[config.mk]
export PLATFORM = sky130hd
export DESIGN_NAME = tadm_cfg
export DESIGN_NICKNAME = d
export VERILOG_FILES = /design/src/rtl/tadm_pkg.sv /design/src/rtl/tadm_cfg.sv
export SDC_FILE = /design/constraint.sdc
export NUM_CORES = 1
export LEC_CHECK = 0
export BUFFER_PORTS_ARGS = -buffer_cell sky130_fd_sc_hd__buf_4
export CELL_PAD_IN_SITES_DETAIL_PLACEMENT = 0
export CELL_PAD_IN_SITES_GLOBAL_PLACEMENT = 1
export CORE_MARGIN = 2
export CORE_UTILIZATION = 30
export CTS_BUF_LIST = sky130_fd_sc_hd__clkbuf_4
export CTS_CLUSTER_SIZE = 16
export DETAILED_ROUTE_END_ITERATION = 10
export GPL_TIMING_DRIVEN = 0
export PLACE_DENSITY_LB_ADDON = 0.1
export SLEW_MARGIN = 20
export SYNTH_ARGS = -nofsm -noshare
export SYNTH_HDL_FRONTEND = slang
export SYNTH_SLANG_ARGS = --single-unit
[constraint.sdc]
create_clock -name aclk -period 1.2 [get_ports aclk]
set_input_delay 0.12 -clock aclk [delete_from_list [all_inputs] [get_ports aclk]]
set_output_delay 0.12 -clock aclk [all_outputs]
set_load 0.005 [all_outputs]
[src/rtl/tadm_pkg.sv]
// Shared widths, register codes and helpers for the arcade drive mixer.
`timescale 1ns / 1ps

package tadm_pkg;

    // Field widths
    localparam int CMD_W   = 16;           // throttle and turn, Q1.15
    localparam int GAIN_W  = 16;           // turn gains, Q4.12
    localparam int DRIVE_W = 16;           // motor drives, Q1.15

    // Internal widths
    localparam int SQ_W    = 2 * CMD_W - 1;        // magnitude of a squared command
    localparam int SHP_W   = CMD_W + 1;            // shaped command, -1.0 .. +1.0
    localparam int XY_W    = 2 * SHP_W - 2;        // x*y, |x*y| <= 2^30
    localparam int BX_W    = GAIN_W + SHP_W;       // b*x
    localparam int K_W     = GAIN_W + 2;           // 1.0 + a - b in Q.12
    localparam int BXY_W   = GAIN_W + XY_W;        // b*x*y
    localparam int KXY_W   = K_W + XY_W;           // k*x*y
    localparam int ACC_W   = 52;                   // Q.42 mix sums
    localparam int RND_SH  = 27;                   // Q.42 to Q.15
    localparam int BX_SH   = 15;                   // b*x in Q.27 to Q.42
    localparam int Q_W     = ACC_W - RND_SH;       // rounded sum before saturation

    // Constants
    localparam int SQ_HALF    = 1 << (CMD_W - 2);  // half an LSB after the square shift
    localparam int ROUND_HALF = 1 << (RND_SH - 1);
    localparam int Q12_ONE    = 4096;
    localparam int DRIVE_MAX  = 32767;
    localparam logic signed [GAIN_W-1:0] GAIN_RESET = 16'sd4096;

    // APB side
    localparam int APB_AW = 3;
    localparam int APB_DW = 32;

    typedef enum logic [0:0] {
        REG_FAST_GAIN = 1'b0,
        REG_SLOW_GAIN = 1'b1
    } reg_idx_t;

    typedef struct packed {
        logic signed [GAIN_W-1:0] fast;
        logic signed [GAIN_W-1:0] slow;
    } gain_t;

    // Round the squared magnitude to Q.15, restore the sign; pass through otherwise
    function automatic logic signed [SHP_W-1:0] shape_cmd(
        input logic signed [CMD_W-1:0] raw,
        input logic [SQ_W-1:0]          sq_mag,
        input logic                     sq
    );
        logic [SQ_W:0]           rnd;
        logic signed [SHP_W-1:0] mag;
        logic signed [SHP_W-1:0] res;
        rnd = {1'b0, sq_mag} + (SQ_W + 1)'(SQ_HALF);
        mag = $signed(rnd[SQ_W:CMD_W-1]);
        if (sq) begin
            res = raw[CMD_W-1] ? -mag : mag;
        end else begin
            res = SHP_W'(raw);
        end
        return res;
    endfunction

endpackage

[src/rtl/tadm_cfg.sv]
// APB register file holding the fast and slow turn gains.
`timescale 1ns / 1ps

module tadm_cfg (
    input  logic                              aclk,
    input  logic                              aresetn,
    input  logic                              psel,
    input  logic                              penable,
    input  logic                              pwrite,
    input  logic [tadm_pkg::APB_AW-1:0]       paddr,
    input  logic [tadm_pkg::APB_DW-1:0]       pwdata,
    output logic [tadm_pkg::APB_DW-1:0]       prdata,
    output logic                              pready,
    output tadm_pkg::gain_t                   gain
);

    tadm_pkg::reg_idx_t              idx;
    logic                            wr_en;
    logic signed [tadm_pkg::GAIN_W-1:0] fast_reg, fast_next;
    logic signed [tadm_pkg::GAIN_W-1:0] slow_reg, slow_next;

    assign pready = 1'b1;
    assign idx    = tadm_pkg::reg_idx_t'(paddr[2]);
    assign wr_en  = psel && penable && pwrite && pready;

    // Decode the write
    always_comb begin
        fast_next = fast_reg;
        slow_next = slow_reg;
        if (wr_en) begin
            unique case (idx)
                tadm_pkg::REG_FAST_GAIN: fast_next = pwdata[tadm_pkg::GAIN_W-1:0];
                tadm_pkg::REG_SLOW_GAIN: slow_next = pwdata[tadm_pkg::GAIN_W-1:0];
                default: ;
            endcase
        end
    end

    always_ff @(posedge aclk) begin
        if (!aresetn) begin
            fast_reg <= tadm_pkg::GAIN_RESET;
            slow_reg <= tadm_pkg::GAIN_RESET;
        end else begin
            fast_reg <= fast_next;
            slow_reg <= slow_next;
        end
    end

    // Read back, sign-extended
    always_comb begin
        unique case (idx)
            tadm_pkg::REG_FAST_GAIN: prdata = tadm_pkg::APB_DW'(fast_reg);
            tadm_pkg::REG_SLOW_GAIN: prdata = tadm_pkg::APB_DW'(slow_reg);
            default:                 prdata = '0;
        endcase
    end

    assign gain.fast = fast_reg;
    assign gain.slow = slow_reg;

endmodule

After elaboration in Yosys (flattened, before gate mapping)
Cells that the tools add are included.

operators by class
  muxes and demuxes = 1
  bitwise operators = 1
  reductions and logical operators = 4

operators by type and width
  cell                                 number
  one-hot mux 32 bit (2 select lines)  1
  AND reduction 2 bit                  2
  logical AND 1 bit                    2
  NOT 1 bit                            1

word-level totals
  register bits after elaboration = 32
  input port bits = 40
  logic and storage cells = 8

Depth between registers and ports, before layout
  word-level depth = 3
  depth in mapped cells = 5

Worst setup path before layout
OpenSTA, ideal clock, no wires.

  path kind = register to output
  from = register slow_reg[15] (netlist bit)
  to = output port prdata[16] (netlist bit)
  arrival = 0.847 ns
  path slack = 0.233 ns
  cell stages (with the launch flop) = 3
  path buffers = 1
  cell sequence = dfxtp_1 -> mux2_2 -> buf_4

between the ends
  longest elaborated chain between the ends = 1

ends and longest elaborated chain
  item                                 RTL line        source
  start: declaration                   tadm_cfg.sv:20  logic signed [tadm_pkg::GAIN_W-1:0] slow_reg, slow_next;
  start signal: assignment             tadm_cfg.sv:42  slow_reg <= tadm_pkg::GAIN_RESET;
  start signal: assignment             tadm_cfg.sv:45  slow_reg <= slow_next;
  one-hot mux 32 bit (2 select lines)  tadm_cfg.sv:51  unique case (idx)
  end: declaration                     tadm_cfg.sv:12  output logic [tadm_pkg::APB_DW-1:0] prdata,

No other way between the ends.

Worst setup path in the final report
  from = register fast_reg[15] (netlist bit)
  to = output port prdata[18] (netlist bit)

between the ends
  longest elaborated chain between the ends = 1

ends and longest elaborated chain
  item                                 RTL line        source
  start: declaration                   tadm_cfg.sv:19  logic signed [tadm_pkg::GAIN_W-1:0] fast_reg, fast_next;
  start signal: assignment             tadm_cfg.sv:41  fast_reg <= tadm_pkg::GAIN_RESET;
  start signal: assignment             tadm_cfg.sv:44  fast_reg <= fast_next;
  one-hot mux 32 bit (2 select lines)  tadm_cfg.sv:51

No other way between the ends.

==> results.md <==
- Synth Area per Inst: ~9.9 sq um
- CP arrival: 1.25 ns
- Initial antenna violation count: 0
- Post-synth design cell area: 1580 sq um
- Total Routing Usage GR: 0.149
- Routed WL: around 4300 microns
- Hold_ws: about 0.054 ns
- Share of cells above drive strength 1: 0.655
- Final Non-Filler Cells: approximately 330
- Final core utilization: 0.503
- # nets final: 300
- RSZ-0062 raised after global routing: true
- Clock sink count: 32
- Slew headroom: 0.661
- CTS clk-pin slew, worst paths: 0.10 ns
- Worst-skew pair later-pin latency: 0.33 ns
- Compound-cell area share of the yosys netlist: 0
- Area of the multi-input gates: about 800 sq um
- Root Buffer: clkbuf_4
- Final min period: ~1.4 ns
- Yosys reg bits: 32
- Worst hold-check path type: primary input to flip-flop
- Area growth from synthesis to layout: 62.7%
- Post-Synth XOR/XNOR Area: 0
- Largest family of logic cells by synthesized area: multiplexers
- Chip Width: around 77 microns
- Fill cells: slightly above 500
- Crit Path Class: flip-flop to primary output
- Power Density: 810 nW/um^2
- Placer Congestion: between 0.6 and 0.7
- Die area: just under 6000 sq um
- Setup Skew: 0 ns
- Netlist cell types: 14
- CP max stage delay: 0.35 ns
- Failing checks: setup timing
- Max-capacitance violation count: 0
- DRC Markers: 0
- Mux share of post-synthesis cell area: 0.317
- CP max stage cell: dfxtp_2
- Seq/Total Area, Yosys: 0.406
- Post-synth net total: 200
- Vias in the first global route: 1402
- Period utilisation layout: 1.14
- Status: finished with violations
- Maximum clock path buffer count: 2
- Syn. warnings: 0
- Commonest non-fill, non-tap cell in the layout: buf_4
- CP max FO: 8
- Via/cell ratio: 4.28
- Antenna Nets Post-Route: 0
- GR Overflow Total: 0
- Worst EP required: 1.08 ns
- Antenna Cells: 0
- Final HPWL from detailed placement: ~3000 microns
- Initial DRC count: 37
- Port buffer count: 83
- Storage cell area: 677 sq um
- Row count: 26
- H-tree Lvls: 2
- Setup crit start kind: flip-flop
- Peak supply drop: between 0.0004 and 0.0005 V
- CTS tree: yes
- First-pass GRT wire length: 6940 microns
- Crit path capture type: primary output
- Via count: ~1400
- Top cell by count, worst path: buf_4
- Most frequent cells in the layout: buf_4, nand2_1, mux2i_1
- Tightest Pin Transition: 0.509 ns
- Final setup viols: 17
- WL per Instance: 13.1 microns
- Synth Area in Adders: 0
- Final hold vios: 0
- Chip height: 76.5 microns
- Leak: about 1.4 nW
- Total core area: 5110 sq um
- Pre-Repair DR Iteration Count: 3
- Initial Util: 0.309
- F_max: around 730 MHz
- Dpl cells: 313
- Simple-gate share of the synthesized area: 0.144
- Largest net degree at the start of global routing: 13
- Final slew viol count: 0
- I/O pin total: 105
- Syn Inst Count: 160
- Total CTS buffers: 5
- Critical-path cell list: mux2_4 > buf_4 > buf_4
- Post-route setup slack: -0.169 ns
-- synth_stat cells --
master / number / share of area
buf_12: 1 / 0.013
clkbuf_1: 3 / 0.0071
mux2i_1: 32 / 0.20
buf_4: 17 / 0.081
nand4_1: 1 / 0.0040
conb_1: 1 / 0.0024
nor2b_1: 3 / 0.012
dfxtp_1: 32 / 0.41
nand4b_4: 1 / 0.015
mux2_2: 16 / 0.11
and4_1: 1 / 0.0056
buf_2: 5 / 0.016
nand2_1: 45 / 0.11
buf_6: 2 / 0.014
-- layout make-up --
cell class,count,area share
Clock inverter,1,0.00146
Multi-Input combinational cell,102,0.312
Timing Repair Buffer,91,0.287
Clock buffer,7,0.0205
Sequential cell,32,0.264
Buffer,28,0.0814
Tap cell,70,0.0341
-- stage by stage --
| stage | area (sq um) | setup TNS, ns | setup slack (ns) | total power, W |
|---|---|---|---|---|
| 2_1_floorplan | 1580 | 0 | 0.233 | 0.00127 |
| 3_3_place_gp | 2290 | -0.198 | -0.0279 | 0.00143 |
| 3_5_place_dp | 2290 | -0.117 | -0.0162 | 0.00144 |
| 4_1_cts | 2430 | -2.99 | -0.193 | 0.00209 |
| 5_1_grt | 2570 | -3.83 | -0.235 | 0.00220 |
| 6_report | 2570 | -2.54 | -0.169 | 0.00208 |
-- what timing repair did --
| action | 4_1_cts | 5_1_grt |
|---|---|---|
| pin swaps | 0 | 0 |
| buffers inserted | 5 | 3 |
| cloned | 2 | 0 |
| resized for setup | 17 | 40 |
| hold buffers | 0 | 0 |
| endpoints found under the hold margin | 0 | 0 |
| endpoints found under the setup margin | 30 | 32 |
-- per-layer routing --
metal,global-route usage,up-vias,routed length (microns)
met4,0.0382,0,38
met3,0.0438,4,210
met2,0.247,44,2080
met1,0.189,657,2020
met5,0,-,0
li1,-,712,-
-- worst paths after layout --
| kind | startpoint | to | slack, ns | cells after the start |
|---|---|---|---|---|
| worst max register to register | slow_reg[12] | slow_reg[12] | 0.46 | 3 |
| worst min-delay path | pwdata[12] | fast_reg[12] | 0.05 | 3 |
| worst max-delay path | fast_reg[15] | prdata[18] | -0.17 | 3 |
| worst min register to register | slow_reg[14] | slow_reg[14] | 0.47 | 2 |
-- where the power goes --
| group | switching, W | internal [W] | leakage, nW | total, W |
|---|---|---|---|---|
| combinational | 0.000139 | 0.000198 | 1.09 | 0.000337 |
| sequential | 0.0000178 | 0.00109 | 0.271 | 0.00111 |
| clock | 0.000366 | 0.000271 | 0.0338 | 0.000636 |
| total | 0.000522 | 0.00156 | 1.40 | 0.00208 |
-- cells by family after synthesis --
kind of cell / Yosys count
mux: 48
buf+inv: 28
flops: 32
simple gates: 51
other cells: 1
-- critical path, delay by kind of cell (launching register included) --
kind     cells  cell delay [ns]
mux          1             0.32
buf+inv      2             0.26
flops        1             0.35
No activity file was read; power rests on OpenSTA's default activity.
