--- src/rtl/tadm_pkg.sv ---
// Shared widths, register codes and helpers for the arcade drive mixer.
`timescale 1ns / 1ps

package tadm_pkg;

    // Field widths
    localparam int CMD_W   = 16;           // throttle and turn, Q1.15
    localparam int GAIN_W  = 16;           // turn gains, Q4.12
    localparam int DRIVE_W = 16;           // motor drives, Q1.15

    // Internal widths
    localparam int SQ_W    = 2 * CMD_W - 1;        // magnitude of a squared command
    localparam int SHP_W   = CMD_W + 1;            // shaped command, -1.0 .. +1.0
    localparam int XY_W    = 2 * SHP_W - 2;        // x*y, |x*y| <= 2^30
    localparam int BX_W    = GAIN_W + SHP_W;       // b*x
    localparam int K_W     = GAIN_W + 2;           // 1.0 + a - b in Q.12
    localparam int BXY_W   = GAIN_W + XY_W;        // b*x*y
    localparam int KXY_W   = K_W + XY_W;           // k*x*y
    localparam int ACC_W   = 52;                   // Q.42 mix sums
    localparam int RND_SH  = 27;                   // Q.42 to Q.15
    localparam int BX_SH   = 15;                   // b*x in Q.27 to Q.42
    localparam int Q_W     = ACC_W - RND_SH;       // rounded sum before saturation

    // Constants
    localparam int SQ_HALF    = 1 << (CMD_W - 2);  // half an LSB after the square shift
    localparam int ROUND_HALF = 1 << (RND_SH - 1);
    localparam int Q12_ONE    = 4096;
    localparam int DRIVE_MAX  = 32767;
    localparam logic signed [GAIN_W-1:0] GAIN_RESET = 16'sd4096;

    // APB side
    localparam int APB_AW = 3;
    localparam int APB_DW = 32;

    typedef enum logic [0:0] {
        REG_FAST_GAIN = 1'b0,
        REG_SLOW_GAIN = 1'b1
    } reg_idx_t;

    typedef struct packed {
        logic signed [GAIN_W-1:0] fast;
        logic signed [GAIN_W-1:0] slow;
    } gain_t;

    // Round the squared magnitude to Q.15, restore the sign; pass through otherwise
    function automatic logic signed [SHP_W-1:0] shape_cmd(
        input logic signed [CMD_W-1:0] raw,
        input logic [SQ_W-1:0]          sq_mag,
        input logic                     sq
    );
        logic [SQ_W:0]           rnd;
        logic signed [SHP_W-1:0] mag;
        logic signed [SHP_W-1:0] res;
        rnd = {1'b0, sq_mag} + (SQ_W + 1)'(SQ_HALF);
        mag = $signed(rnd[SQ_W:CMD_W-1]);
        if (sq) begin
            res = raw[CMD_W-1] ? -mag : mag;
        end else begin
            res = SHP_W'(raw);
        end
        return res;
    endfunction

endpackage

--- src/rtl/tadm_round.sv ---
// Output stage: round Q.42 sums to Q1.15 and saturate to +/-32767.
`timescale 1ns / 1ps

module tadm_round (
    input  logic                                 aclk,
    input  logic                                 aresetn,
    input  logic                                 in_valid,
    output logic                                 in_ready,
    input  logic signed [tadm_pkg::ACC_W-1:0]    left_acc,
    input  logic signed [tadm_pkg::ACC_W-1:0]    right_acc,
    output logic                                 out_valid,
    input  logic                                 out_ready,
    output logic signed [tadm_pkg::DRIVE_W-1:0]  left_drive,
    output logic signed [tadm_pkg::DRIVE_W-1:0]  right_drive
);

    logic                                  f_valid_reg;
    logic signed [tadm_pkg::DRIVE_W-1:0]   f_l_reg, f_l_next;
    logic signed [tadm_pkg::DRIVE_W-1:0]   f_r_reg, f_r_next;
    logic signed [tadm_pkg::ACC_W-1:0]     l_bias, r_bias;
    logic signed [tadm_pkg::Q_W-1:0]       l_q, r_q;
    logic signed [tadm_pkg::Q_W-1:0]       q_max, q_min;
    logic en_f;

    assign en_f     = !f_valid_reg || out_ready;
    assign in_ready = en_f;

    // Round half up: add half, floor by arithmetic shift
    assign l_bias = left_acc + tadm_pkg::ACC_W'(tadm_pkg::ROUND_HALF);
    assign r_bias = right_acc + tadm_pkg::ACC_W'(tadm_pkg::ROUND_HALF);
    assign l_q    = l_bias[tadm_pkg::ACC_W-1:tadm_pkg::RND_SH];
    assign r_q    = r_bias[tadm_pkg::ACC_W-1:tadm_pkg::RND_SH];
    assign q_max  = tadm_pkg::Q_W'(tadm_pkg::DRIVE_MAX);
    assign q_min  = -q_max;

    // Saturate to the symmetric drive range
    always_comb begin
        if (l_q > q_max) begin
            f_l_next = tadm_pkg::DRIVE_W'(tadm_pkg::DRIVE_MAX);
        end else if (l_q < q_min) begin
            f_l_next = -tadm_pkg::DRIVE_W'(tadm_pkg::DRIVE_MAX);
        end else begin
            f_l_next = l_q[tadm_pkg::DRIVE_W-1:0];
        end
        if (r_q > q_max) begin
            f_r_next = tadm_pkg::DRIVE_W'(tadm_pkg::DRIVE_MAX);
        end else if (r_q < q_min) begin
            f_r_next = -tadm_pkg::DRIVE_W'(tadm_pkg::DRIVE_MAX);
        end else begin
            f_r_next = r_q[tadm_pkg::DRIVE_W-1:0];
        end
    end

    always_ff @(posedge aclk) begin
        if (!aresetn) begin
            f_valid_reg <= 1'b0;
        end else if (en_f) begin
            f_valid_reg <= in_valid;
        end
    end

    always_ff @(posedge aclk) begin
        if (en_f) begin
            f_l_reg <= f_l_next;
            f_r_reg <= f_r_next;
        end
    end

    assign out_valid   = f_valid_reg;
    assign left_drive  = f_l_reg;
    assign right_drive = f_r_reg;

endmodule

--- config.mk ---
export PLATFORM = sky130hd
export DESIGN_NAME = tadm_round
export DESIGN_NICKNAME = d
export VERILOG_FILES = /design/src/rtl/tadm_pkg.sv /design/src/rtl/tadm_round.sv
export SDC_FILE = /design/constraint.sdc
export NUM_CORES = 1
export LEC_CHECK = 0
export BUFFER_PORTS_ARGS = -buffer_cell sky130_fd_sc_hd__buf_2
export CAP_MARGIN = 30
export CORE_MARGIN = 1
export CORE_UTILIZATION = 39
export DETAILED_ROUTE_END_ITERATION = 6
export PLACE_DENSITY = 0.69
export SYNTH_ARGS = -nofsm -noshare
export SYNTH_HDL_FRONTEND = slang
export SYNTH_SLANG_ARGS = --single-unit
--- constraint.sdc ---
create_clock -name aclk -period 2.9 [get_ports aclk]
set_input_delay 0.58 -clock aclk [delete_from_list [all_inputs] [get_ports aclk]]
set_output_delay 0.58 -clock aclk [all_outputs]
set_load 0.02 [all_outputs]
# Word-level counts from Yosys, hierarchy flattened
# Index checks and enable logic that the tools add are counted.
[classes] add_sub_neg=2 order_cmp=4 n_mux=2 n_reduce_logical=4
[ops] op="$add A52 B28 Y52 const B" n=2
[ops] op="$gt A25 B16 Y1 const B" n=2
[ops] op="$lt A25 B16 Y1 const B" n=2
[ops] op="$mux W16" n=2
[ops] op="$reduce_or A2 Y1" n=2
[ops] op="$logic_not A1 Y1" n=1
[ops] op="$logic_or A1 B1 Y1" n=1
[totals] ff_bits=33 inputBits=108 output_inout_bits=34 elab_cells=17

# Logic depth before layout (Yosys ltp)
[logic_depth] depth_word=3 mapped_depth=11 depth_no_buf=8

# Least setup slack after synthesis
# Ideal clock, no wire load.
[synth_timing] kind="input port to flip-flop" from="in left_acc[30] in the netlist's numbering" to="reg f_l_reg (netlist bit left_drive[14]), data pin" arrival_ps=2326 required_time_ps=2641 slack_ps=315 stages=9 n_path_buf=2 cell_sequence="buf_2 -> and3_1 -> and3_4 -> buf_6 -> mux2_4 -> o41ai_2 -> a41oi_4 -> a31oi_1 -> o21ai_1"
[synth_via] elab_chain_len=3 elab_cells_between_ends=4 cone_classes="1 x add/sub; 2 x order compare; 1 x mux"
[synth_rtl] item="start: declaration" line="tadm_round.sv:9" source="input logic signed [tadm_pkg::ACC_W-1:0] left_acc,"
[synth_rtl] item="$add A52 B28 Y52 (*)" line="tadm_round.sv:29" source="assign l_bias = left_acc + tadm_pkg::ACC_W'(tadm_pkg::ROUND_HALF);"
[synth_rtl] item="$lt A25 B16 Y1" line="tadm_round.sv:40" source="end else if (l_q < q_min) begin"
[synth_rtl] item="$mux W16" line="tadm_round.sv:40"
[synth_rtl] item="end signal: assignment" line="tadm_round.sv:64" source="f_l_reg <= f_l_next;"
[synth_rtl] item="end: declaration" line="tadm_round.sv:18" source="logic signed [tadm_pkg::DRIVE_W-1:0] f_l_reg, f_l_next;"
# Mark *: on every way between the ends. The rest lies on a longest branch, timed or not.
# A chain may end at the register's enable or synchronous reset.

# Worst setup path after layout
# Ends and elaborated chain as after synthesis.

==> qor.txt <==
Die X -> 90.5 µm
Die Ht -> 90.5 µm
Synth area leaders -> edfxtp_1 (31%), xnor2_1 (6.0%), nand2_1 (4.4%)
worst vdd ir -> 187 µV
Finished Layout Cells -> 547
initial antenna violation count -> 0
Skew-Pair Late Insertion Delay -> 0.27 ns
final core occ -> 0.510
DP Cell Count -> 540
Post-DRT Antenna Nets -> 0
setup bufs post-CTS -> 0
Final period util -> 0.870
worst stage delay on the critical path -> 0.33 ns
CTS clk-pin slew, worst paths -> 0.06 ns
register area share after synthesis -> 0.321
Post-DP HPWL -> 6260 µm
Synthesis Warnings -> 0
dpl ws -> 0.129 ns
largest net degree at the start of global routing -> 34
top_reg_cell synth -> edfxtp_1
total power per unit cell area -> 320 nW/µm²
Ports -> 142
# rows -> 31
grt ovf -> 0
vias in the first global route -> 2713
first-pass GRT wire length -> 12800 µm
relative slew slack -> 0.517
type of the worst min-delay path -> input pin to flip-flop
crit start category -> input pin
outcome -> finished clean
Post-Syn Area -> 3060 µm²
FF-to-FF setup slack -> 1.77 ns
RSZ-0062 raised after global routing -> no
area of the multi-input gates -> 1930 µm²
router iterations before antenna repair -> 4
fin nets -> 558
setup violators final -> 0
RePlAce Congestion -> 0.886
Synth Area per Inst -> 8.83 µm²
Longest Clk Path Bufs -> 2
Num CTS Buffers -> 5
Slew Limit Fails -> 0
synth unique cells -> 67
total number of vias -> 2927
fmax -> 396 MHz
Final Instance Area -> 3780 µm²
#FFs+latches synth -> 33
Setup CP Type -> input pin to flip-flop
crit path max-delay cell type -> o41ai_2
n_diodes -> 0
EDFF count, synth -> 32
Total Neg Setup Slack -> 0 ns
critical path required time -> 2.91 ns
clk_skew -> 0.00747 ns
placed inst area -> 3700 µm²
cell taking the most area after synthesis -> edfxtp_1
Post-Syn Instances -> 346
CTS tree -> done
CTS H-tree lvls -> 2
area delta synth->final -> 23.5%
# resized after CTS -> 0
layout cells sized above 1 -> 0.326
maxcap violations -> 0
ys async rst share -> 0
Synthesized Nets -> 456
worst slew pin tran -> 0.719 ns
initial drt markers -> 158
port bufs -> 89
final worst slack -> 0.377 ns
final hold vios -> 0
Seq. cell area -> 981 µm²
arrival time worst endpoint -> 2.53 ns
Total Routing Usage GR -> 0.187
Bufs and invs on worst path -> 2
Crit path max-delay family -> compound AO/OA/AOI/OAI gates
CTS sink count -> 33
Via density -> 5.35
hold_buf cts -> 0
routed wire length -> 7580 µm
clk root buf -> clkbuf_8
area of the core -> 7410 µm²
Cell Chain, Critical Path -> buf_2, and3_1, and3_4, mux2_4, o41ai_2, buf_4, a41oi_4, a31oi_1, o21ai_1
Initial Util -> 0.413
Period minus WS final -> 2.52 ns
Synth top cells by count -> nand2_1 (36), edfxtp_1 (32), nand3_1 (22)
top-area cell type share of the netlist area -> 0.314
DRC -> 0
fillers -> 736
CP endpoint kind -> flip-flop
Wirelength per Cell -> 13.8 µm
Critical Path Fanout Max -> 9
DIE AREA -> 8200 µm²
Static Leak -> 0.00151 µW
most common cell in the netlist -> nand2_1
## registers in the layout, summed over array words and instances, names as in the netlist
signal	count
right_drive	16
out_valid	1
left_drive	16
## metrics by stage
step,power [µW],hold slack [ns]
floorplan,775,0.719
global placement,905,0.835
detailed placement,913,0.840
CTS,1210,0.555
global route,1270,0.573
finish,1210,0.557
## worst min-delay path, cell delays in order
cell	delay, ns
buf_2	0.09
inv_1	0.04
a21boi_0	0.06
## cells in the final DEF (no fill, tap or decap), types with 3 or more instances in the layout
cell	count
nor4_1	4
edfxtp_1	32
o21ai_0	13
and4_1	5
or2_2	4
and2_1	5
a21oi_1	11
nand3_1	22
buf_2	89
buf_4	21
clkbuf_8	5
nor3b_1	3
nand2b_1	6
a31oi_1	7
nor2_1	18
xnor2_1	21
o21bai_1	3
nor2b_1	3
nand4_1	19
and3_1	13
o22ai_1	3
o21a_1	4
mux2i_1	4
nand3_2	8
inv_1	12
o21ai_1	4
nand2_1	36
xor2_1	13
nor3_1	13
## layout make-up
cell class | instances | share of cell area
clock buffers | 6 | 0.0192
clock inverters | 1 | 0.000994
inverters | 12 | 0.0119
multi-input cells | 285 | 0.510
flip-flops and latches | 33 | 0.260
well taps | 99 | 0.0328
repair buffers | 111 | 0.165
## power breakdown
group,internal (µW),leakage (µW),switching [µW],total (µW)
clock network,161,0.0000387,142,304
registers,562,0.000324,7.05,569
logic,129,0.00115,207,336
## final timing paths
check | startpoint | endpoint | depth (start not counted)
worst min register to register | out_valid | left_drive[9] | 2
worst max-delay path | left_acc[30] | left_drive[14] | 9
worst max register to register | out_valid | right_drive[2] | 2
worst min-delay path | in_valid | out_valid | 3
## cells by family after synthesis
| kind of cell | count (synthesis) | share of synthesized area |
|---|---|---|
| and+or+nand+nor | 176 | 0.345 |
| buffers and inverters | 28 | 0.0487 |
| xor gates and xnor gates | 34 | 0.0974 |
| muxes | 5 | 0.0180 |
| AOI/OAI and AO/OA | 68 | 0.162 |
| adders and majority gates | 2 | 0.00819 |
| DFF | 33 | 0.321 |
## routing by layer
metal | up-vias | share of wire | GRT usage
li1 | 1503 | - | -
met1 | 1327 | 0.49 | 0.274
met2 | 88 | 0.45 | 0.294
met3 | 9 | 0.052 | 0.0177
met4 | 0 | 0.013 | 0.0457
met5 | - | 0 | 0
No activity file was read; power rests on OpenSTA's default activity.
