[src/rtl/tadm_pkg.sv]
// Shared widths, register codes and helpers for the arcade drive mixer.
`timescale 1ns / 1ps

package tadm_pkg;

    // Field widths
    localparam int CMD_W   = 16;           // throttle and turn, Q1.15
    localparam int GAIN_W  = 16;           // turn gains, Q4.12
    localparam int DRIVE_W = 16;           // motor drives, Q1.15

    // Internal widths
    localparam int SQ_W    = 2 * CMD_W - 1;        // magnitude of a squared command
    localparam int SHP_W   = CMD_W + 1;            // shaped command, -1.0 .. +1.0
    localparam int XY_W    = 2 * SHP_W - 2;        // x*y, |x*y| <= 2^30
    localparam int BX_W    = GAIN_W + SHP_W;       // b*x
    localparam int K_W     = GAIN_W + 2;           // 1.0 + a - b in Q.12
    localparam int BXY_W   = GAIN_W + XY_W;        // b*x*y
    localparam int KXY_W   = K_W + XY_W;           // k*x*y
    localparam int ACC_W   = 52;                   // Q.42 mix sums
    localparam int RND_SH  = 27;                   // Q.42 to Q.15
    localparam int BX_SH   = 15;                   // b*x in Q.27 to Q.42
    localparam int Q_W     = ACC_W - RND_SH;       // rounded sum before saturation

    // Constants
    localparam int SQ_HALF    = 1 << (CMD_W - 2);  // half an LSB after the square shift
    localparam int ROUND_HALF = 1 << (RND_SH - 1);
    localparam int Q12_ONE    = 4096;
    localparam int DRIVE_MAX  = 32767;
    localparam logic signed [GAIN_W-1:0] GAIN_RESET = 16'sd4096;

    // APB side
    localparam int APB_AW = 3;
    localparam int APB_DW = 32;

    typedef enum logic [0:0] {
        REG_FAST_GAIN = 1'b0,
        REG_SLOW_GAIN = 1'b1
    } reg_idx_t;

    typedef struct packed {
        logic signed [GAIN_W-1:0] fast;
        logic signed [GAIN_W-1:0] slow;
    } gain_t;

    // Round the squared magnitude to Q.15, restore the sign; pass through otherwise
    function automatic logic signed [SHP_W-1:0] shape_cmd(
        input logic signed [CMD_W-1:0] raw,
        input logic [SQ_W-1:0]          sq_mag,
        input logic                     sq
    );
        logic [SQ_W:0]           rnd;
        logic signed [SHP_W-1:0] mag;
        logic signed [SHP_W-1:0] res;
        rnd = {1'b0, sq_mag} + (SQ_W + 1)'(SQ_HALF);
        mag = $signed(rnd[SQ_W:CMD_W-1]);
        if (sq) begin
            res = raw[CMD_W-1] ? -mag : mag;
        end else begin
            res = SHP_W'(raw);
        end
        return res;
    endfunction

endpackage

[src/rtl/tadm_shape.sv]
// Command shaping: square with sign kept, or pass through (two stages).
`timescale 1ns / 1ps

module tadm_shape (
    input  logic                                 aclk,
    input  logic                                 aresetn,
    input  logic                                 in_valid,
    output logic                                 in_ready,
    input  logic signed [tadm_pkg::CMD_W-1:0]    throttle,
    input  logic signed [tadm_pkg::CMD_W-1:0]    turn,
    input  logic                                 square_inputs,
    output logic                                 out_valid,
    input  logic                                 out_ready,
    output logic signed [tadm_pkg::SHP_W-1:0]    y,
    output logic signed [tadm_pkg::SHP_W-1:0]    x
);

    logic                                a_valid_reg;
    logic signed [tadm_pkg::CMD_W-1:0]   a_thr_reg, a_trn_reg;
    logic                                a_sq_reg;
    logic [tadm_pkg::SQ_W-1:0]           a_thr_sq_reg, a_trn_sq_reg;
    logic signed [2*tadm_pkg::CMD_W-1:0] thr_prod, trn_prod;

    logic                                b_valid_reg;
    logic signed [tadm_pkg::SHP_W-1:0]   b_y_reg, b_y_next;
    logic signed [tadm_pkg::SHP_W-1:0]   b_x_reg, b_x_next;

    logic en_a, en_b;

    // Advance a stage when it is empty or its successor moves
    assign en_b     = !b_valid_reg || out_ready;
    assign en_a     = !a_valid_reg || en_b;
    assign in_ready = en_a;

    // Stage A: square both commands
    assign thr_prod = throttle * throttle;
    assign trn_prod = turn * turn;

    always_ff @(posedge aclk) begin
        if (!aresetn) begin
            a_valid_reg <= 1'b0;
        end else if (en_a) begin
            a_valid_reg <= in_valid;
        end
    end

    always_ff @(posedge aclk) begin
        if (en_a) begin
            a_thr_reg    <= throttle;
            a_trn_reg    <= turn;
            a_sq_reg     <= square_inputs;
            a_thr_sq_reg <= thr_prod[tadm_pkg::SQ_W-1:0];
            a_trn_sq_reg <= trn_prod[tadm_pkg::SQ_W-1:0];
        end
    end

    // Stage B: round, restore the sign or pass through
    assign b_y_next = tadm_pkg::shape_cmd(a_thr_reg, a_thr_sq_reg, a_sq_reg);
    assign b_x_next = tadm_pkg::shape_cmd(a_trn_reg, a_trn_sq_reg, a_sq_reg);

    always_ff @(posedge aclk) begin
        if (!aresetn) begin
            b_valid_reg <= 1'b0;
        end else if (en_b) begin
            b_valid_reg <= a_valid_reg;
        end
    end

    always_ff @(posedge aclk) begin
        if (en_b) begin
            b_y_reg <= b_y_next;
            b_x_reg <= b_x_next;
        end
    end

    assign out_valid = b_valid_reg;
    assign y         = b_y_reg;
    assign x         = b_x_reg;

endmodule

[config.mk]
export PLATFORM = sky130hd
export DESIGN_NAME = tadm_shape
export DESIGN_NICKNAME = d
export VERILOG_FILES = /design/src/rtl/tadm_pkg.sv /design/src/rtl/tadm_shape.sv
export SDC_FILE = /design/constraint.sdc
export NUM_CORES = 1
export LEC_CHECK = 0
export BUFFER_PORTS_ARGS = -buffer_cell sky130_fd_sc_hd__buf_4
export CORE_MARGIN = 2
export CORE_UTILIZATION = 44
export CTS_CLUSTER_SIZE = 40
export DETAILED_ROUTE_END_ITERATION = 6
export PLACE_DENSITY = 0.62
export SLEW_MARGIN = 20
export SYNTH_ARGS = -nofsm -noshare
export SYNTH_HDL_FRONTEND = slang
export SYNTH_SLANG_ARGS = --single-unit
[constraint.sdc]
create_clock -name aclk -period 10.6 [get_ports aclk]
set_input_delay 2.12 -clock aclk [delete_from_list [all_inputs] [get_ports aclk]]
set_output_delay 2.12 -clock aclk [all_outputs]
set_load 0.005 [all_outputs]
Yosys cells after proc, flatten, opt, wreduce, memory -nomap -nowiden
Index checks and enable logic that the tools add are counted.
W data, S select, Z words.
{ "word_totals": {"ff_bits": 131, "input_bits": 37, "out_inout_bits": 36, "elab_cells": 23} }
{ "classes": {"addsub": 4, "n_mul": 2, "muxes": 4, "n_reduce_logical": 4} }
{ "op_table": {"columns": ["cell", "count"], "rows": [
  ["$mux W17", 4],
  ["$add A31 B15 Y32 const B", 2],
  ["$mul A16 B16 Y31", 2],
  ["$neg A17 Y17", 2],
  ["$logic_not A1 Y1", 2],
  ["$logic_or A1 B1 Y1", 2]
]} }

Longest topological paths before layout
Gate-level depths: netlist of run 1.
{ "logic_depth": {"ltp_word": 4, "ltp_mapped": 25, "depth_no_buf": 24} }

Worst setup path after synthesis of run 1
No wires, ideal clock.
{ "synth_path": {"path_type": "in2reg", "from": "input port turn[12] (netlist bit)", "to": "register a_trn_sq_reg[29] (netlist bit), data pin", "setup_ns": 0.195, "arrival_time_ns": 7.944, "required_time_ns": 10.405, "slack_ns": 2.461, "cell_stages": 22, "path_buffers": 1, "path_cell_list": "clkbuf_1 clkinv_1 nor2_1 ha_1 xor2_1 fa_1 fa_1 inv_1 fa_1 fa_1 inv_1 fa_1 inv_1 ha_1 a21o_1 a21o_1 a21o_1 and3_1 or3_1 o31a_1 or4_1 o311ai_0"} }
{ "synth_via": {"elab_chain_cells": 1} }
{ "synth_lines": {"columns": ["element", "line", "rtl"], "rows": [
  ["start: declaration", "tadm_shape.sv:10", "input logic signed [tadm_pkg::CMD_W-1:0] turn,"],
  ["$mul A16 B16 Y31", "tadm_shape.sv:37", "assign trn_prod = turn * turn;"],
  ["net trn_prod, one bit", "tadm_shape.sv:22", "logic signed [2*tadm_pkg::CMD_W-1:0] thr_prod, trn_prod;"],
  ["end signal: assignment", "tadm_shape.sv:53", "a_trn_sq_reg <= trn_prod[tadm_pkg::SQ_W-1:0];"],
  ["end: declaration", "tadm_shape.sv:21", "logic [tadm_pkg::SQ_W-1:0] a_thr_sq_reg, a_trn_sq_reg;"]
]} }
The timed path passes the listed nets, and every way through them passes these cells.
A chain may end at the register's enable or synchronous reset.

Worst setup path in the final report of run 1
{ "layout_path": {"from": "input port turn[15] (netlist bit)", "to": "register a_trn_sq_reg[29] (netlist bit), data pin"} }
The elaborated chain is that of the path after synthesis.

==> qor_table.md, run 1 <==
| Parameter | This run |
|---|---|
| Fin Setup TNS | 0 ps |
| Required time at the endpoint of the critical path | 10770 ps |
| Routed Antenna Nets | 0 |
| Total CTS buffers | 9 |
| Critical path class | in2reg |
| Hold Path Class | reg2reg |
| Critical-path cell with the highest stage delay | sky130_fd_sc_hd__fa_1 |
| Outcome | complete, no violations |
| Final Hold Vio Count | 0 |
| Syn Std Cell Area | 0.0215 mm2 |
| Post-synth EDFFs | 101 |
| Worst setup EP type | flip-flop |
| Top flip-flop cell by instance count after synthesis | sky130_fd_sc_hd__edfxtp_1 |
| Placeable core region | 0.0486 mm2 |
| First-pass GRT wire length | 77.0 mm |
| Final worst path period share | 79.6% |
| Kind of start point of the critical path | primary input |
| Clock tree from TritonCTS | yes |
| Count of inserted antenna diode cells | 0 |
| Final non-filler cell area | 0.0230 mm2 |
| Area occupied by multi-input gates | 0.0158 mm2 |
| Clock Skew | 12.7 ps |
| Number of warnings issued by yosys | 0 |
| Global placement routability congestion | 0.878 |
| Number of nets at the end of the flow | 2868 |
| Layout cells sized above 1 | 6.38% |
| Arrival @ worst endpoint | 8610 ps |
| Number of distinct standard cells referenced by the synthesized netlist | 63 |
| Fmax | 118 MHz |
| Worst max-slew margin expressed relative to the limit | 25.5% |
| Count of standard-cell rows | 81 |
| Post-synthesis register bit count | 103 |
| Iter 0 DRT Violations | 674 |
| Clock edge transition at the registers on the reported setup and hold paths | 80 ps |
| Routed length per instance | 15.9 um |
| Slew @ Worst Pin | 1100 ps |
| HPWL after DPL | 37.9 mm |
| Die width | 225 um |
| Finish-stage setup viols | 0 |
| Number of vias per cell after detailed routing | 4.96 |
| Pin count of the biggest net entering global routing | 40 |
| Clock buffer depth | 2 |
| Vias in the first global route | 15700 |
| Antenna violations before repair | 0 |
| Register area share after synthesis | 14.3% |
| Die ar. | 0.0507 mm2 |
| Input/output buffers | 72 |
| Number of levels the H-tree was split into | 3 |
| Clock Sink Count | 103 |
| Worst setup timing slack at the placement stage | 1790 ps |
| Avg Inst Size Synth | 9.90 um2 |
| Clock latency reported for the late side of the worst-skew pair | 360 ps |
| Post-detailed-routing wire length | 45.0 mm |
| Ports | 73 |
| CP Max Fanout | 16 |
| Synthesized instance count | 2176 |
| Area occupied by registers | 0.00307 mm2 |
| Most frequent cell on the critical path | sky130_fd_sc_hd__fa_1 |
| Worst path setup slack after routing | 2160 ps |
| Cts-stage hold buffer count | 0 |
| Detailed-route DRC error count | 0 |
| Synthesis-to-layout area growth | 6.65% |
| Number of max-slew violations in the final report | 0 |
| Placed cell area | 0.0226 mm2 |
| Min cycle time layout | 8440 ps |
| CP cell instances | buf_4 > inv_1 > nor2_1 > fa_1 > inv_1 > fa_1 > inv_1 > fa_1 > fa_1 > fa_1 > inv_1 > fa_1 > inv_1 > ha_1 > o2111ai_1 > o21ai_0 > or3_1 > o31a_1 > or4_1 > o311ai_0 |
| Maxcap violations | 0 |
| # fillers | 4618 |
| Via Count | 14000 |
| Max stage delay on crit path | 730 ps |
| Setup repair after global routing missed its margin | false |
| Combined global-route utilization of all metal layers | 19.2% |
| Buffers inserted during post-CTS setup optimization | 0 |
| Master cell of the clock root buffer | sky130_fd_sc_hd__clkbuf_16 |
| Number of detailed-routing iterations run before antenna repair | 5 |
| Number of nets in the synthesized netlist | 2839 |
| Initial standard-cell utilization of the core | 44.3% |
| Total gr overflow | 0 |
| Synth async-reset ratio | 0% |
| Overall die height | 225 um |
| Quantity of gates resized following cts | 0 |
layout by cell type (no fill, tap or decap), types with 7 or more instances in the layout:
cell type and n:
sky130_fd_sc_hd__inv_1 650, sky130_fd_sc_hd__fa_1 456, sky130_fd_sc_hd__nand2_1 177, sky130_fd_sc_hd__ha_1 170, sky130_fd_sc_hd__edfxtp_1 101, sky130_fd_sc_hd__xnor2_1 90
sky130_fd_sc_hd__nor2_1 84, sky130_fd_sc_hd__and2_1 77, sky130_fd_sc_hd__buf_4 75, sky130_fd_sc_hd__xor2_1 39, sky130_fd_sc_hd__a21oi_1 32, sky130_fd_sc_hd__mux2_2 30
sky130_fd_sc_hd__nand3_1 25, sky130_fd_sc_hd__o21ai_0 22, sky130_fd_sc_hd__nand2b_1 16, sky130_fd_sc_hd__a21o_1 15, sky130_fd_sc_hd__nand4_1 15, sky130_fd_sc_hd__nor3_1 14
sky130_fd_sc_hd__and3_1 9, sky130_fd_sc_hd__clkbuf_16 9, sky130_fd_sc_hd__a31oi_1 8, sky130_fd_sc_hd__nor2b_1 7, sky130_fd_sc_hd__o21a_1 7
layout make-up:
cell class,instances,share of cell area (%)
Sequential cell,103,13.4
Tap cell,622,3.39
Multi-Input combinational cell,1364,68.7
Clock buffer,10,1.04
Inverter,652,10.7
Clock inverter,6,0.381
Timing Repair Buffer,75,2.45
metal layers:
metal	routed length [um]	global-route usage [%]	up-vias	share of wire, %
li1	-	-	6528	-
met1	20000	26.3	7189	45
met2	22400	33.1	267	50
met3	1820	2.26	49	4.1
met4	767	3.70	0	1.7
met5	0	0	-	0
worst paths after layout:
path	startpoint	end	slack, ps	depth (start not counted)
worst max-delay path	turn[15]	a_trn_sq_reg[29]	2160	20
worst min-delay path	a_trn_reg[14]	x[14]	550	1
worst max register to register	a_trn_sq_reg[14]	x[12]	7340	9
worst min register to register	a_trn_reg[14]	x[14]	550	1
synthesized netlist by cell type, types with 2 or more instances:
cell type	count	share of area [%]
sky130_fd_sc_hd__mux2i_1	2	0.093
sky130_fd_sc_hd__ha_1	170	9.9
sky130_fd_sc_hd__and4_1	3	0.12
sky130_fd_sc_hd__or3b_1	3	0.12
sky130_fd_sc_hd__xor2_1	39	1.6
sky130_fd_sc_hd__o31a_1	3	0.12
sky130_fd_sc_hd__nand3_1	25	0.58
sky130_fd_sc_hd__edfxtp_1	101	14
sky130_fd_sc_hd__a21oi_1	32	0.74
sky130_fd_sc_hd__o41ai_1	3	0.12
sky130_fd_sc_hd__a21o_1	15	0.52
sky130_fd_sc_hd__o211ai_1	3	0.10
sky130_fd_sc_hd__nor2_1	84	1.5
sky130_fd_sc_hd__o21a_1	7	0.24
sky130_fd_sc_hd__o31ai_1	4	0.14
sky130_fd_sc_hd__and2_1	77	2.2
sky130_fd_sc_hd__nor3_1	14	0.33
sky130_fd_sc_hd__inv_1	651	11
sky130_fd_sc_hd__a31o_2	4	0.16
sky130_fd_sc_hd__xnor2_1	90	3.7
sky130_fd_sc_hd__clkbuf_1	53	0.92
sky130_fd_sc_hd__and3_1	9	0.26
sky130_fd_sc_hd__buf_1	2	0.035
sky130_fd_sc_hd__dfxtp_1	2	0.19
sky130_fd_sc_hd__mux2_2	30	1.6
sky130_fd_sc_hd__o21bai_1	2	0.070
sky130_fd_sc_hd__o311ai_0	2	0.081
sky130_fd_sc_hd__nand2_1	178	3.1
sky130_fd_sc_hd__nand4_1	15	0.44
sky130_fd_sc_hd__fa_1	456	42
sky130_fd_sc_hd__a31oi_1	8	0.23
sky130_fd_sc_hd__o21ai_0	22	0.51
sky130_fd_sc_hd__or4_2	2	0.081
sky130_fd_sc_hd__or2_2	4	0.12
sky130_fd_sc_hd__nor2b_1	7	0.20
sky130_fd_sc_hd__a211o_1	3	0.12
sky130_fd_sc_hd__nor4_1	3	0.087
sky130_fd_sc_hd__a41oi_1	3	0.12
sky130_fd_sc_hd__nand2b_1	16	0.46
sky130_fd_sc_hd__or3_1	4	0.12
sky130_fd_sc_hd__a211oi_1	3	0.10
logic make-up after synthesis:
family | share of synthesized area, %
AO/OA/AOI/OAI | 3.95
XOR/XNOR | 5.25
adder cells (fa/ha/maj) | 52.3
buffers and inverters | 12.5
flip-flops | 14.3
multiplexers | 1.66
AND/OR/NAND/NOR | 10.1
worst max-delay path, delay by kind of cell:
kind | cells | cell delay (ps)
fa+ha+maj | 7 | 3600
compound gates | 4 | 720
buf+inv | 6 | 1110
simple gates | 3 | 1040
per-stage QoR:
step / instances / util (%) / hold slack [ps]
floorplan: 2176 / - / 463
global placement: 2816 / 46.5 / 530
detailed placement: 2816 / 46.5 / 534
CTS: 2832 / 47.2 / 555
global route: 2832 / 47.2 / 561
finish: 2832 / 47.2 / 551
Power of run 1 is not shown: default switching activity piles up to over one toggle a cycle in this logic, so the estimate is an artifact.
==> run 2: changes to the inputs <==
--- a/config.mk
+++ b/config.mk
@@ -10,7 +10,7 @@
 export CORE_UTILIZATION = 44
 export CTS_CLUSTER_SIZE = 40
 export DETAILED_ROUTE_END_ITERATION = 6
-export PLACE_DENSITY = 0.62
+export PLACE_DENSITY = 0.64
 export SLEW_MARGIN = 20
 export SYNTH_ARGS = -nofsm -noshare
 export SYNTH_HDL_FRONTEND = slang
==> constraint.sdc (replaced) <==
create_clock -name aclk -period 7.7 [get_ports aclk]
set_input_delay 1.54 -clock aclk [delete_from_list [all_inputs] [get_ports aclk]]
set_output_delay 1.54 -clock aclk [all_outputs]
set_load 0.005 [all_outputs]
==> run 2 against run 1 <==
Compared with the run above: utilization rose by 0.65 points; sequential share of layout area is 0.18 points lower; critical endpoint is now a_trn_sq_reg[24]; die area unchanged; register-to-register slack worse by 2800 ps; routed wire length up 2.1%; critical path depth stayed put; largest cell class unchanged; final cell count increased by 1.4%.
==> qor_table.md, run 2 (synthesized netlist as in run 1, its figures left out) <==
| Parameter | This run | Delta |
|---|---|---|
| Buffers inserted during post-CTS setup optimization | 0 | unchanged |
| Global placement routability congestion | 0.848 | -3.3% |
| Finish-stage setup viols | 0 | unchanged |
| Layout cells sized above 1 | 8.00% | +1.6 points |
| Clock edge transition at the registers on the reported setup and hold paths | 80 ps | about the same |
| Kind of start point of the critical path | primary input |  |
| Required time at the endpoint of the critical path | 7780 ps | -2990 ps |
| Slew @ Worst Pin | 978 ps | -125 ps |
| Die ar. | 0.0507 mm2 | unchanged |
| Worst max-slew margin expressed relative to the limit | 34.8% | +9.3 points |
| Iter 0 DRT Violations | 709 | +5.2% |
| Number of detailed-routing iterations run before antenna repair | 5 | unchanged |
| Number of levels the H-tree was split into | 3 | unchanged |
| Cts-stage hold buffer count | 0 | unchanged |
| Pin count of the biggest net entering global routing | 69 | +73% |
| Max stage delay on crit path | 570 ps | -160 ps |
| Placeable core region | 0.0486 mm2 | unchanged |
| Clock latency reported for the late side of the worst-skew pair | 360 ps | about the same |
| Hold Path Class | reg2reg |  |
| Die width | 225 um | unchanged |
| Setup repair after global routing missed its margin | false |  |
| Commonest non-fill, non-tap cell in the layout | sky130_fd_sc_hd__inv_1 |  |
| Fmax | 136 MHz |  |
| Overall die height | 225 um | unchanged |
| First-pass GRT wire length | 78.9 mm | +2.5% |
| Quantity of gates resized following cts | 0 | unchanged |
| HPWL after DPL | 38.7 mm | +2.0% |
| Commonest cells after routing, fill and taps aside | 650 x sky130_fd_sc_hd__inv_1, 456 x sky130_fd_sc_hd__fa_1, 177 x sky130_fd_sc_hd__nand2_1 |  |
| Via Count | 14200 | +1.5% |
| Master cell of the clock root buffer | sky130_fd_sc_hd__clkbuf_16 |  |
| Most frequent cell on the critical path | sky130_fd_sc_hd__fa_1 |  |
| Ports | 73 | unchanged |
| Synthesis-to-layout area growth | 8.10% |  |
| Count of inserted antenna diode cells | 0 | unchanged |
| Vias in the first global route | 16000 | +1.6% |
| Initial standard-cell utilization of the core | 44.3% | unchanged |
| Post-detailed-routing wire length | 45.9 mm | +2.1% |
| Arrival @ worst endpoint | 7410 ps | -1200 ps |
| Clock tree from TritonCTS | yes |  |
| Routed length per instance | 16.0 um | +0.68% |
| Clock buffer depth | 2 | unchanged |
| Total CTS buffers | 9 | unchanged |
| Clock Sink Count | 103 | unchanged |
| Combined global-route utilization of all metal layers | 19.7% | +0.54 points |
| Final worst path period share | 95.2% |  |
| CP cell instances | buf_4 > buf_4 > nand2_1 > inv_1 > fa_1 > inv_1 > fa_1 > fa_1 > fa_1 > inv_1 > fa_1 > fa_1 > ha_1 > a211o_1 > a21oi_1 > a21oi_1 > a221o_1 > o41a_1 > o211ai_1 > o311ai_0 |  |
| Min cycle time layout | 7330 ps |  |
| Final Hold Vio Count | 0 | unchanged |
| Maxcap violations | 0 | unchanged |
| Total gr overflow | 0 | unchanged |
| Fin Setup TNS | 0 ps | unchanged |
| Detailed-route DRC error count | 0 | unchanged |
| Count of standard-cell rows | 81 | unchanged |
| Routed Antenna Nets | 0 | unchanged |
| Worst setup EP type | flip-flop |  |
| Clock Skew | 13.4 ps | +0.763 ps |
| Critical-path cell with the highest stage delay | sky130_fd_sc_hd__fa_1 |  |
| Number of nets at the end of the flow | 2907 | +1.4% |
| Outcome | complete, no violations |  |
| CP Max Fanout | 12 | -4 |
| Number of vias per cell after detailed routing | 4.96 | +0.14% |
| Antenna violations before repair | 0 | unchanged |
| Number of max-slew violations in the final report | 0 | unchanged |
| Critical path class | in2reg |  |
| Input/output buffers | 72 | unchanged |
==> run 2: cell types whose count changed in the layout (fill, tap and decap cells not counted), sizes merged <==
cell	change
clkinv	+1
buf	+39
clkbuf	-1
clkinvlp	-1
inv	+1
==> run 2: area by class of cell <==
class / count / area, um2
Inverter: 652 / 2450
Clock buffer: 9 / 225
Sequential cell: 103 / 3070
Fill cell: 4495 / 25400
Tap cell: 622 / 778
Clock inverter: 7 / 97.6
Timing Repair Buffer: 114 / 881
Multi-Input combinational cell: 1364 / 15800
==> run 2: path summary, 6_finish.rpt <==
| check | startpoint | depth (start not counted) | slack (ps) | endpoint |
|---|---|---|---|---|
| worst min register to register | a_thr_reg[0] | 1 | 550 | y[0] |
| worst min-delay path | a_thr_reg[0] | 1 | 550 | y[0] |
| worst max register to register | a_thr_sq_reg[15] | 9 | 4550 | y[16] |
| worst max-delay path | turn[3] | 20 | 370 | a_trn_sq_reg[24] |
==> run 2: per-stage QoR <==
step | worst slack (ps) | hold WS, ps | util, % | cell area (um2) | cells
2_1_floorplan | 141 | 463 | - | 21500 | 2176
5_1_grt | 77.2 | 567 | 47.9 | 23300 | 2871
4_1_cts | 414 | 553 | 47.9 | 23300 | 2871
3_5_place_dp | 38.8 | 533 | 47.2 | 23000 | 2855
3_3_place_gp | 74.4 | 530 | 47.2 | 23000 | 2855
6_report | 367 | 550 | 47.9 | 23300 | 2871
==> run 2: worst max-delay path: cells and delay by family <==
kind	cells	cell delay [ps]
adders and majority gates	7	3300
and+or+nand+nor	1	120
buffers and inverters	5	490
AOI/OAI and AO/OA	7	1950
==> run 2: layer usage <==
metal	vias up	share of wire, %	global-route usage (%)	wire length [um]
li1	6594	-	-	-
met1	7328	43	26.4	19900
met2	273	51	34.7	23300
met5	-	0	0	0
met3	51	3.7	1.90	1690
met4	0	2.0	4.36	932
Power of run 2 is left out for the same reason.
==> run 3: changes to the inputs <==
--- a/config.mk
+++ b/config.mk
@@ -6,11 +6,13 @@
 export NUM_CORES = 1
 export LEC_CHECK = 0
 export BUFFER_PORTS_ARGS = -buffer_cell sky130_fd_sc_hd__buf_4
+export CELL_PAD_IN_SITES_DETAIL_PLACEMENT = 1
+export CELL_PAD_IN_SITES_GLOBAL_PLACEMENT = 2
 export CORE_MARGIN = 2
-export CORE_UTILIZATION = 44
+export CORE_UTILIZATION = 39
 export CTS_CLUSTER_SIZE = 40
 export DETAILED_ROUTE_END_ITERATION = 6
-export PLACE_DENSITY = 0.64
+export PLACE_DENSITY = 0.82
 export SLEW_MARGIN = 20
 export SYNTH_ARGS = -nofsm -noshare
 export SYNTH_HDL_FRONTEND = slang
==> run 3 against run 2 <==
Compared with the run above: clock skew up 3.7 ps; cell area up 0.57%; die area up 13%; maximum frequency down 0.75%; non-clock buffer count up 7; sequential share of layout area down 0.075 points; largest cell class unchanged; final cell count up 3.1%; first-iteration DRC count down 29%; utilization down 5.2 points; routed wire length up 16%; critical endpoint is now a_trn_sq_reg[25].
==> qor_table.md, run 3 (synthesized netlist as in run 1, its figures left out) <==
| Parameter | This run | Delta |
|---|---|---|
| Outcome | complete, no violations |  |
| Buffers inserted during post-CTS setup optimization | 0 | unchanged |
| Fin Setup TNS | 0 ps | unchanged |
| Reg2reg setup slack | 4350 ps | -200 ps |
| Clock Sink Count | 103 | unchanged |
| Required time at the endpoint of the critical path | 7800 ps | +20 ps |
| Ports | 73 | unchanged |
| Number of levels the H-tree was split into | 3 | unchanged |
| Quantity of gates resized following cts | 0 | unchanged |
| Min cycle time layout | 7390 ps | +55.4 ps |
| Clock buffer depth | 2 | unchanged |
| Overall die height | 239 um | +6.1% |
| Count of inserted antenna diode cells | 0 | unchanged |
| Worst max-slew margin expressed relative to the limit | 48.9% | +14 points |
| Layout cells sized above 1 | 8.29% | +0.29 points |
| Finish-stage setup viols | 0 | unchanged |
| First-pass GRT wire length | 87.7 mm | +11% |
| Number of max-slew violations in the final report | 0 | unchanged |
| Number of detailed-routing iterations run before antenna repair | 4 | -1 |
| Clock latency reported for the late side of the worst-skew pair | 370 ps | about the same |
| Iter 0 DRT Violations | 502 | -29% |
| Placeable core region | 0.0549 mm2 | +13% |
| Startpoint of the worst setup timing path | turn[8] |  |
| FF-to-FF End | x[16] |  |
| Worst setup EP type | flip-flop |  |
| Detailed-route DRC error count | 0 | unchanged |
| Final non-filler cell total | 2960 | +3.1% |
| Synthesis-to-layout area growth | 8.72% |  |
| Routed length per instance | 18.0 um | +13% |
| Last element of the critical path | a_trn_sq_reg[25] |  |
| HPWL after DPL | 45.5 mm | +18% |
| Worst-case reg-to-reg path depth | 9 | unchanged |
| Post-detailed-routing wire length | 53.2 mm | +16% |
| Clock Skew | 17.2 ps | +3.74 ps |
| Kind of start point of the critical path | primary input |  |
| Fmax | 135 MHz | -0.75% |
| Routed Antenna Nets | 0 | unchanged |
| Number of vias per cell after detailed routing | 4.85 | -2.3% |
| R2r startpoint | a_trn_sq_reg[14] |  |
| Cell total after placement | 2944 | +3.1% |
| Final worst path period share | 95.9% | +0.72 points |
| Via Count | 14400 | +0.77% |
| Total CTS buffers | 9 | unchanged |
| Hold Path Class | reg2reg |  |
| Number of nets at the end of the flow | 2914 | +0.24% |
| Slew @ Worst Pin | 760 ps | -218 ps |
| CP Max Fanout | 16 | +4 |
| Combined global-route utilization of all metal layers | 19.9% | +0.17 points |
| Input/output buffers | 72 | unchanged |
| Master cell of the clock root buffer | sky130_fd_sc_hd__clkbuf_16 |  |
| Initial standard-cell utilization of the core | 39.2% | -5.0 points |
| Worst setup timing slack at the placement stage | -87.6 ps | -126 ps |
| Clock tree from TritonCTS | yes |  |
| Maxcap violations | 0 | unchanged |
| Pin count of the biggest net entering global routing | 40 | -42% |
| Arrival @ worst endpoint | 7490 ps | +80 ps |
| Count of standard-cell rows | 86 | +6.2% |
| Total gr overflow | 0 | unchanged |
| Clock edge transition at the registers on the reported setup and hold paths | 90 ps | about the same |
| Global placement routability congestion | 0.818 | -3.6% |
| Vias in the first global route | 16900 | +5.8% |
| Commonest cells after routing, fill and taps aside | 650 x sky130_fd_sc_hd__inv_1, 456 x sky130_fd_sc_hd__fa_1, 177 x sky130_fd_sc_hd__nand2_1 |  |
| Critical path class | in2reg |  |
| Cts-stage hold buffer count | 0 | unchanged |
| Die width | 239 um | +6.1% |
| Worst path setup slack after routing | 312 ps | -55.4 ps |
| Setup repair after global routing missed its margin | false |  |
| Commonest non-fill, non-tap cell in the layout | sky130_fd_sc_hd__inv_1 |  |
| Antenna violations before repair | 0 | unchanged |
| Die ar. | 0.0571 mm2 | +13% |
| Final Hold Vio Count | 0 | unchanged |
## run 3: worst max-delay path, stage by stage
cell and delay [ps]:
sky130_fd_sc_hd__buf_4 180, sky130_fd_sc_hd__nand2_1 160, sky130_fd_sc_hd__inv_1 80, sky130_fd_sc_hd__fa_1 530, sky130_fd_sc_hd__inv_1 50, sky130_fd_sc_hd__fa_1 600, sky130_fd_sc_hd__fa_1 460, sky130_fd_sc_hd__fa_1 540
sky130_fd_sc_hd__inv_1 50, sky130_fd_sc_hd__fa_1 500, sky130_fd_sc_hd__fa_1 420, sky130_fd_sc_hd__ha_1 300, sky130_fd_sc_hd__a211o_1 270, sky130_fd_sc_hd__a21oi_1 400, sky130_fd_sc_hd__a21oi_1 250, sky130_fd_sc_hd__a221o_1 430
sky130_fd_sc_hd__o41a_1 390, sky130_fd_sc_hd__o21ai_0 210, sky130_fd_sc_hd__a211oi_1 110
## run 3: per-stage QoR
step	instance area (um2)	hold WS, ps	util, %
floorplan	21500	463	-
global route	23400	574	42.7
global placement	23100	527	42.1
detailed placement	23100	537	42.1
finish	23400	560	42.7
CTS	23400	564	42.7
## run 3: layout make-up
| class | count | area, um2 |
|---|---|---|
| fill | 6220 | 31500 |
| multi-input combinational | 1364 | 15800 |
| sequential | 103 | 3070 |
| inverter | 652 | 2450 |
| timing repair buffer | 121 | 908 |
| tap | 704 | 881 |
| clock buffer | 9 | 225 |
| clock inverter | 7 | 100 |
## run 3: routing by layer
metal / GRT usage (%) / vias up / part of all wire [%]
met4: 4.30 / 0 / 1.8
li1: - / 6598 / -
met2: 36.2 / 168 / 52
met1: 25.3 / 7538 / 43
met5: 0 / - / 0
met3: 2.30 / 52 / 2.9
## run 3: how the worst min path moves through the flow
stage                        from        end  slack [ps]  cells past startpoint
floorplan             a_valid_reg  out_valid         460                      1
global placement      a_valid_reg  out_valid         530                      1
detailed placement  a_trn_reg[12]      x[12]         540                      1
CTS                  a_thr_reg[9]       y[9]         560                      1
global route         a_thr_reg[9]       y[9]         570                      1
finish              a_thr_reg[14]      y[14]         560                      1
Power of run 3 is left out for the same reason.
